File: config.mk
export PLATFORM = sky130hd
export DESIGN_NAME = sorted_key_value_table_flat
export DESIGN_NICKNAME = d
export VERILOG_FILES = /design/src/rtl/skvt_pkg.sv /design/src/rtl/skvt_if.sv /design/src/rtl/skvt_cell.sv /design/src/rtl/sorted_key_value_table.sv /design/src/flat_wrapper.sv
export SDC_FILE = /design/constraint.sdc
export NUM_CORES = 2
export LEC_CHECK = 0
export CELL_PAD_IN_SITES_DETAIL_PLACEMENT = 1
export CELL_PAD_IN_SITES_GLOBAL_PLACEMENT = 1
export CORE_UTILIZATION = 51
export CTS_CLUSTER_SIZE = 8
export DETAILED_ROUTE_END_ITERATION = 10
export DONT_BUFFER_PORTS = 1
export PLACE_DENSITY_LB_ADDON = 0.1
export SLEW_MARGIN = 20
export SYNTH_ARGS = -nofsm -noshare
export SYNTH_HDL_FRONTEND = slang
export SYNTH_SLANG_ARGS = --single-unit
File: constraint.sdc
create_clock -name clk_i -period 3.3 [get_ports clk_i]
set_input_delay 0.33 -clock clk_i [delete_from_list [all_inputs] [get_ports clk_i]]
set_output_delay 0.33 -clock clk_i [all_outputs]
set_load 0.1 [all_outputs]
File: src/rtl/skvt_pkg.sv
// Package for the sorted key/value table: field widths, result codes,
// request codes and the structs shared between the top level and the cells.
// No dependencies.
package skvt_pkg;

  localparam int unsigned KeyW    = 32;
  localparam int unsigned DataW   = 32;
  localparam int unsigned ActW    = 2;
  localparam int unsigned StatW   = 2;
  localparam int unsigned CountW  = 5;

  // Request codes
  localparam logic [ActW-1:0] ACT_INSERT = 2'd0;
  localparam logic [ActW-1:0] ACT_LOOKUP = 2'd1;
  localparam logic [ActW-1:0] ACT_REMOVE = 2'd2;

  // Result codes
  localparam logic [StatW-1:0] ST_OK        = 2'd0;
  localparam logic [StatW-1:0] ST_NOT_FOUND = 2'd1;
  localparam logic [StatW-1:0] ST_DUPLICATE = 2'd2;
  localparam logic [StatW-1:0] ST_FULL      = 2'd3;

  // One slot of the table
  typedef struct packed {
    logic                    valid;
    logic signed [KeyW-1:0]  key;
    logic        [DataW-1:0] data;
  } entry_t;

  // Command broadcast from the controller to every cell
  typedef struct packed {
    logic                    cmp_en;
    logic                    ins_en;
    logic                    rem_en;
    logic signed [KeyW-1:0]  key;
    logic        [DataW-1:0] data;
  } cmd_t;

endpackage

File: src/rtl/skvt_if.sv
// Channel interfaces of the sorted key/value table: request and response.
// Depends on skvt_pkg.
interface skvt_req_if import skvt_pkg::*; ();
  logic                    valid;
  logic                    ready;
  logic        [ActW-1:0]  action;
  logic signed [KeyW-1:0]  key;
  logic        [DataW-1:0] data_value;

  modport source (output valid, action, key, data_value, input ready);
  modport sink   (input valid, action, key, data_value, output ready);
endinterface

interface skvt_rsp_if import skvt_pkg::*; ();
  logic               valid;
  logic               ready;
  logic [StatW-1:0]   status;
  logic [DataW-1:0]   data_out;
  logic [CountW-1:0]  entry_count;

  modport source (output valid, status, data_out, entry_count, input ready);
  modport sink   (input valid, status, data_out, entry_count, output ready);
endinterface

File: src/rtl/skvt_cell.sv
// One slot of the sorted chain: holds an entry, compares it against the
// broadcast key and shifts in from its left or right neighbor.
// Depends on skvt_pkg.
module skvt_cell import skvt_pkg::*; (
  input  logic   clk_i,
  input  logic   rst_ni,
  input  cmd_t   cmd_i,
  input  entry_t left_i,
  input  logic   left_gt_i,
  input  entry_t right_i,
  output entry_t entry_o,
  output logic   gt_o,
  output logic   eq_o
);

  entry_t ent_q, ent_d;
  logic   gt_q, gt_d;
  logic   eq_q, eq_d;

  // Compare step: flags only for valid slots
  always_comb begin
    gt_d = gt_q;
    eq_d = eq_q;
    if (cmd_i.cmp_en) begin
      gt_d = ent_q.valid && (ent_q.key > cmd_i.key);
      eq_d = ent_q.valid && (ent_q.key == cmd_i.key);
    end
  end

  // Update step: insert shifts up, remove shifts down
  always_comb begin
    ent_d = ent_q;
    if (cmd_i.ins_en) begin
      if (left_gt_i) begin
        ent_d = left_i;
      end else if ((gt_q || !ent_q.valid) && left_i.valid) begin
        // first slot above the smaller keys takes the new entry
        ent_d.valid = 1'b1;
        ent_d.key   = cmd_i.key;
        ent_d.data  = cmd_i.data;
      end
    end else if (cmd_i.rem_en) begin
      if (gt_q || eq_q) begin
        ent_d = right_i;
      end
    end
  end

  // Slot and compare flags
  always_ff @(posedge clk_i or negedge rst_ni) begin
    if (!rst_ni) begin
      ent_q <= '0;
      gt_q  <= 1'b0;
      eq_q  <= 1'b0;
    end else begin
      ent_q <= ent_d;
      gt_q  <= gt_d;
      eq_q  <= eq_d;
    end
  end

  assign entry_o = ent_q;
  assign gt_o    = gt_q;
  assign eq_o    = eq_q;

endmodule

File: src/rtl/sorted_key_value_table.sv
// Sorted key/value table: a chain of ENTRIES cells kept in ascending signed
// key order. A request passes through the transfer, a compare cycle in
// which every cell checks its key against the request key, and an update
// cycle in which the cells shift one place up (insert) or down (remove) and
// the result is registered; the next request is taken only after that, so
// the block takes no new request before the last one is through. The result
// stays in its output register until transferred; the update cycle waits
// while an older result is still held. Depends on skvt_pkg and skvt_if.
module sorted_key_value_table import skvt_pkg::*; #(
  parameter int unsigned ENTRIES = 16
) (
  input  logic      clk_i,
  input  logic      rst_ni,
  skvt_req_if.sink  req_i,
  skvt_rsp_if.source rsp_o
);

  localparam int unsigned CntW = $clog2(ENTRIES + 1);
  localparam int unsigned ExtW = (CntW > CountW) ? CntW : CountW;

  localparam entry_t LeftEdge  = '{valid: 1'b1, key: '0, data: '0};
  localparam entry_t RightEdge = '{valid: 1'b0, key: '0, data: '0};

  typedef enum logic [1:0] {
    S_IDLE,
    S_CMP,
    S_UPD
  } state_e;

  state_e             state_q;
  logic [ActW-1:0]    act_q;
  logic signed [KeyW-1:0] key_q;
  logic [DataW-1:0]   data_q;
  logic [CntW-1:0]    count_q, count_d;
  logic               rsp_valid_q;
  logic [StatW-1:0]   status_q, status_d;
  logic [DataW-1:0]   dout_q, dout_d;
  logic [CountW-1:0]  ecount_q;
  logic [ExtW-1:0]    count_ext;

  cmd_t               cmd;
  entry_t             cells  [ENTRIES];
  logic [ENTRIES-1:0] gt, eq;
  logic               hit, full, upd_go;
  logic [DataW-1:0]   hit_data;

  // Cell chain
  for (genvar i = 0; i < ENTRIES; i++) begin : g_cell
    skvt_cell u_cell (
      .clk_i     (clk_i),
      .rst_ni    (rst_ni),
      .cmd_i     (cmd),
      .left_i    ((i == 0) ? LeftEdge : cells[(i == 0) ? 0 : i - 1]),
      .left_gt_i ((i == 0) ? 1'b0 : gt[(i == 0) ? 0 : i - 1]),
      .right_i   ((i == ENTRIES - 1) ? RightEdge
                                     : cells[(i == ENTRIES - 1) ? i : i + 1]),
      .entry_o   (cells[i]),
      .gt_o      (gt[i]),
      .eq_o      (eq[i])
    );
  end

  // Hit and data of the matching slot
  always_comb begin
    hit      = 1'b0;
    hit_data = '0;
    for (int i = 0; i < ENTRIES; i++) begin
      hit      = hit | eq[i];
      hit_data = hit_data | (eq[i] ? cells[i].data : '0);
    end
  end

  assign full   = (count_q == CntW'(ENTRIES));
  assign upd_go = (state_q == S_UPD) && (!rsp_valid_q || rsp_o.ready);

  // Commands to the chain and result of the update cycle
  always_comb begin
    cmd.cmp_en = (state_q == S_CMP);
    cmd.ins_en = 1'b0;
    cmd.rem_en = 1'b0;
    cmd.key    = key_q;
    cmd.data   = data_q;
    status_d   = ST_NOT_FOUND;
    dout_d     = '0;
    count_d    = count_q;
    case (act_q)
      ACT_INSERT: begin
        if (hit) begin
          status_d = ST_DUPLICATE;
        end else if (full) begin
          status_d = ST_FULL;
        end else begin
          status_d   = ST_OK;
          cmd.ins_en = upd_go;
          count_d    = count_q + 1'b1;
        end
      end
      ACT_LOOKUP: begin
        if (hit) begin
          status_d = ST_OK;
          dout_d   = hit_data;
        end
      end
      ACT_REMOVE: begin
        if (hit) begin
          status_d   = ST_OK;
          cmd.rem_en = upd_go;
          count_d    = count_q - 1'b1;
        end
      end
      default: begin
        status_d = ST_NOT_FOUND;
      end
    endcase
  end

  assign count_ext = ExtW'(count_d);

  // Sequencer, request register and result register
  always_ff @(posedge clk_i or negedge rst_ni) begin
    if (!rst_ni) begin
      state_q     <= S_IDLE;
      count_q     <= '0;
      rsp_valid_q <= 1'b0;
    end else begin
      if (rsp_valid_q && rsp_o.ready) begin
        rsp_valid_q <= 1'b0;
      end
      case (state_q)
        S_IDLE: begin
          if (req_i.valid) begin
            state_q <= S_CMP;
          end
        end
        S_CMP: begin
          state_q <= S_UPD;
        end
        S_UPD: begin
          if (upd_go) begin
            state_q     <= S_IDLE;
            count_q     <= count_d;
            rsp_valid_q <= 1'b1;
          end
        end
        default: begin
          state_q <= S_IDLE;
        end
      endcase
    end
  end

  // Payload registers
  always_ff @(posedge clk_i) begin
    if (req_i.valid && req_i.ready) begin
      act_q  <= req_i.action;
      key_q  <= req_i.key;
      data_q <= req_i.data_value;
    end
    if (upd_go) begin
      status_q <= status_d;
      dout_q   <= dout_d;
      ecount_q <= count_ext[CountW-1:0];
    end
  end

  assign req_i.ready       = (state_q == S_IDLE);
  assign rsp_o.valid       = rsp_valid_q;
  assign rsp_o.status      = status_q;
  assign rsp_o.data_out    = dout_q;
  assign rsp_o.entry_count = ecount_q;

endmodule
File: src/flat_wrapper.sv
// flat-port wrapper written by rule: the top's interface ports become plain ports
module sorted_key_value_table_flat import skvt_pkg::*;
#(
  parameter int unsigned ENTRIES = 16
)
  (clk_i, rst_ni, req_i_valid, req_i_action, req_i_key, req_i_data_value, req_i_ready, rsp_o_valid, rsp_o_status, rsp_o_data_out, rsp_o_entry_count, rsp_o_ready);
  skvt_req_if req_i_i ();
  skvt_rsp_if rsp_o_i ();
  input  logic clk_i;
  input  logic rst_ni;
  input wire logic [$bits(req_i_i.valid)-1:0] req_i_valid;
  input wire logic [$bits(req_i_i.action)-1:0] req_i_action;
  input wire logic [$bits(req_i_i.key)-1:0] req_i_key;
  input wire logic [$bits(req_i_i.data_value)-1:0] req_i_data_value;
  output wire logic [$bits(req_i_i.ready)-1:0] req_i_ready;
  output wire logic [$bits(rsp_o_i.valid)-1:0] rsp_o_valid;
  output wire logic [$bits(rsp_o_i.status)-1:0] rsp_o_status;
  output wire logic [$bits(rsp_o_i.data_out)-1:0] rsp_o_data_out;
  output wire logic [$bits(rsp_o_i.entry_count)-1:0] rsp_o_entry_count;
  input wire logic [$bits(rsp_o_i.ready)-1:0] rsp_o_ready;
  assign req_i_i.valid = req_i_valid;
  assign req_i_i.action = req_i_action;
  assign req_i_i.key = req_i_key;
  assign req_i_i.data_value = req_i_data_value;
  assign req_i_ready = req_i_i.ready;
  assign rsp_o_valid = rsp_o_i.valid;
  assign rsp_o_status = rsp_o_i.status;
  assign rsp_o_data_out = rsp_o_i.data_out;
  assign rsp_o_entry_count = rsp_o_i.entry_count;
  assign rsp_o_i.ready = rsp_o_ready;
  sorted_key_value_table #(.ENTRIES(ENTRIES)) u_core (.clk_i(clk_i), .rst_ni(rst_ni), .req_i(req_i_i), .rsp_o(rsp_o_i));
endmodule
==> results.py <==
metrics = {
    "status": {
        "status": "finished clean",
    },
    "detailed_routing": {
        "drtPass1Iterations": 5,
        "wl_met2_um": 141100,
        "wl_met3_um": 23530,
        "viasPerCell": 6.637,
        "vias": 70740,
        "wl_met1_um": 129400,
        "wl_um": 310300,
        "ant_nets": 0,
        "wl_per_cell_um": 29.11,
        "dr.max_layer_used": "met5",
        "drtIter0Drc": 6340,
        "drc": 0,
    },
    "clock_network": {
        "cts_root_buf": "clkbuf_16",
        "clk_pin_slew_worst_paths_ps": 60,
        "clkLatencyLatePin_ps": 810,
        "cts_tree": "yes",
        "cts_sinks": 1185,
        "cts_buffer_depth": 3,
        "cts_buffers": 168,
        "cts-htree-levels": 4,
    },
    "placed_design": {
        "hpwlAfterDp_um": 189800,
        "port_buffers": 0,
        "gp_congestion": 0.9573,
        "dpl_cell_area_sq_mm": 0.07855,
    },
    "logic_synthesis": {
        "synth-edff-count": 105,
        "netlist_instances": 8806,
        "synth-seq-cells": 1185,
        "synthDistinctLibCells": 60,
        "syn-mean-instance-area_sq_um": 8.746,
        "synth-main-ff-cell": "dfrtp_1",
        "syn-num-nets": 9394,
        "synth_seq_area_share": 0.3918,
        "synth_area_sq_mm": 0.07702,
        "ys_async_sr_fraction": 0.9114,
        "ys.warnings.count": 0,
    },
    "floorplanning": {
        "rows": 142,
        "ios": 111,
        "dieHeight_um": 390.6,
        "core_area_sq_mm": 0.1498,
        "die_x_um": 390.6,
        "start_util": 0.5142,
        "die_area_sq_mm": 0.1526,
    },
    "finish": {
        "layout.cells.most_common": "nand2_1",
        "area_growth_pct": 9.373,
        "final_cell_mix": "nand2_1, a21oi_1, dfrtp_1",
        "fillers": 17140,
        "final_layout_size_suffix_gt1_frac": 0.06320,
        "design_area_sq_mm": 0.08424,
        "nets": 9139,
    },
    "grt": {
        "grt_start_max_net_pins": 187,
        "track_usage": 0.4013,
        "grt_pass1_vias": 71290,
        "grt_pass1_wl_um": 462100,
        "antenna_found_initial": 6,
        "grt_remaining_overflow": 0,
    },
    "sta": {
        "tightest_slew_ps": 1083,
        "fmax_mhz": 309.6,
        "period_share": 0.9787,
        "setup_viol": 0,
        "min_period_ps": 3230,
        "hold_viol": 0,
        "drv_slew": 0,
        "relSlewSlack": 0.2704,
        "skew_ps": 39.81,
        "setup_tns_ps": 0,
    },
    "pwr": {
        "ir_worst_vdd_uv": 431.9,
        "leakage_uw": 0.03268,
        "powerDensity_mw_per_mm2": 453.1,
    },
    "critical_path": {
        "crit_buf_inv": 4,
        "crit_type": "flop to flop",
        "worstPathArrival_ps": 3900,
        "worstRegToRegCells": 12,
        "cp_slowest_stage_delay_ps": 390,
        "crit_path_end_kind": "flop",
        "cp_max_fo": 9,
        "critPathRequiredTime_ps": 3970,
        "crit_top_cell": "buf_4",
        "cp.depth": 12,
        "cp_top_family": "buffers and inverters",
        "start_kind": "flop",
        "crit_chain": "clkinvlp_4 > buf_4 > ha_1 > nand4_1 > buf_4 > nor4b_4 > buf_4 > a21bo_2 > o211ai_1 > a21oi_1 > xnor2_1 > o21ai_0",
        "crit_slowest_cell": "edfxtp_1",
    },
    "run": {
        "cap_violations": 0,
    },
    "hold_path": {
        "hp-class": "input pin to asynchronous set/reset pin",
    },
}
layout make-up:
cell class | count | area [sq um] | share of cell area
Antenna cell | 4 | 10.01 | 0.0001188
Tap cell | 2016 | 2522 | 0.02994
Multi-Input combinational cell | 6813 | 42820 | 0.5084
Clock buffer | 247 | 4596 | 0.05455
Timing Repair Buffer | 315 | 3563 | 0.04230
Sequential cell | 1185 | 30260 | 0.3592
Clock inverter | 11 | 196.4 | 0.002332
Inverter | 68 | 272.8 | 0.003238
through the flow:
| step | std cells | util | setup WS [ps] | total power [uW] | hold WS, ps |
|---|---|---|---|---|---|
| final | 10660 | 0.5624 | 70.19 | 38170 | 84.14 |
| after global routing | 10660 | 0.5624 | -7.856 | 39370 | 125.8 |
| after CTS | 10650 | 0.5614 | -9.592 | 38200 | 103.6 |
| after detailed placement | 10320 | 0.5244 | -454.7 | 21620 | 37.45 |
| after global placement | 10310 | 0.5231 | -401.7 | 21090 | 88.83 |
| after floorplan | 8806 | - | 106.1 | 19840 | 34.41 |
where the power goes:
group / total (uW) / internal (uW) / switching (uW)
Combinational: 5520 / 1770 / 3750
Clock: 16500 / 9540 / 7000
Sequential: 16100 / 15100 / 1030
cell families (layout without fill, tap and decap cells):
| logic type | Yosys count | count (layout) | share of synthesized area |
|---|---|---|---|
| multiplexers | 1028 | 1028 | 0.1336 |
| XOR/XNOR | 17 | 17 | 0.001933 |
| flip-flops | 1185 | 1185 | 0.3918 |
| AO/OA/AOI/OAI | 2707 | 2707 | 0.1985 |
| AND/OR/NAND/NOR | 2543 | 2543 | 0.1352 |
| other | 0 | 4 | 0 |
| adder cells (fa/ha/maj) | 518 | 518 | 0.08415 |
| buffers and inverters | 808 | 641 | 0.05478 |
worst reg2reg max path, delay by kind of cell, from the launching register on:
kind | cells | cell delay (ps)
buffers and inverters | 4 | 920
adder cells (fa/ha/maj) | 1 | 320
AND/OR/NAND/NOR | 2 | 430
flip-flops | 1 | 390
XOR/XNOR | 1 | 240
AO/OA/AOI/OAI | 4 | 830
Yosys cell counts (all sizes together), types with 33 or more instances:
| cell type | n | area (sq um) |
|---|---|---|
| edfxtp | 105 | 3153 |
| a22o | 96 | 840.8 |
| nor4 | 42 | 322.8 |
| nand3 | 82 | 410.4 |
| a221oi | 116 | 1016 |
| a31oi | 33 | 206.5 |
| clkbuf | 403 | 1524 |
| nand2 | 1238 | 4652 |
| dfrtp | 1080 | 27030 |
| mux2i | 1026 | 10270 |
| buf | 337 | 2440 |
| o21ai | 1072 | 5365 |
| ha | 518 | 6481 |
| nor2 | 966 | 3642 |
| a22oi | 73 | 548.0 |
| nand4 | 113 | 713.2 |
| o31ai | 64 | 650.6 |
| inv | 68 | 255.2 |
| a21oi | 1130 | 5655 |
path summary, 6_finish.rpt:
path | from | end | slack [ps]
worst max-delay path | u_core.key_q[14] | u_core.g_cell[7].u_cell.gt_o | 70
worst min-delay path | rst_ni | u_core.g_cell[8].u_cell.entry_o[23] | 80
worst max register to register | u_core.key_q[14] | u_core.g_cell[7].u_cell.gt_o | 70
worst min register to register | u_core.g_cell[15].u_cell.entry_o[4] | u_core.g_cell[15].u_cell.entry_o[4] | 520
max in group asynchronous | rst_ni | u_core.g_cell[7].u_cell.entry_o[56] | 810
min in group clk_i | req_i_valid | u_core.data_q[1] | 140
state kept, by name, summed over array words and instances, names as in the netlist:
name / count
u_core.key_q: 32
u_core.g_cell.u_cell.eq_o: 16
u_core.act_q: 2
u_core.count_q: 5
u_core.rsp_o.status: 2
u_core.g_cell.u_cell.entry_o: 1040
u_core.rsp_o.valid: 1
u_core.rsp_o.entry_count: 5
u_core.data_q: 32
u_core.state_q: 2
u_core.g_cell.u_cell.gt_o: 16
u_core.rsp_o.data_out: 32
what timing repair did:
action | 4_1_cts | 5_1_grt
cloned | 0 | 0
endpoints found under the hold margin | 597 | 0
endpoints found under the setup margin | 2 | 60
resized for setup | 3 | 13
buffers inserted | 0 | 10
hold buffers | 70 | 0
pin swaps | 0 | 4
routing by layer:
metal,vias to the layer above,track usage
met5,-,0
met4,6,0.1949
met3,823,0.06829
met2,2819,0.6318
met1,36150,0.5348
li1,30940,-
(Power assumes the default switching activity.)
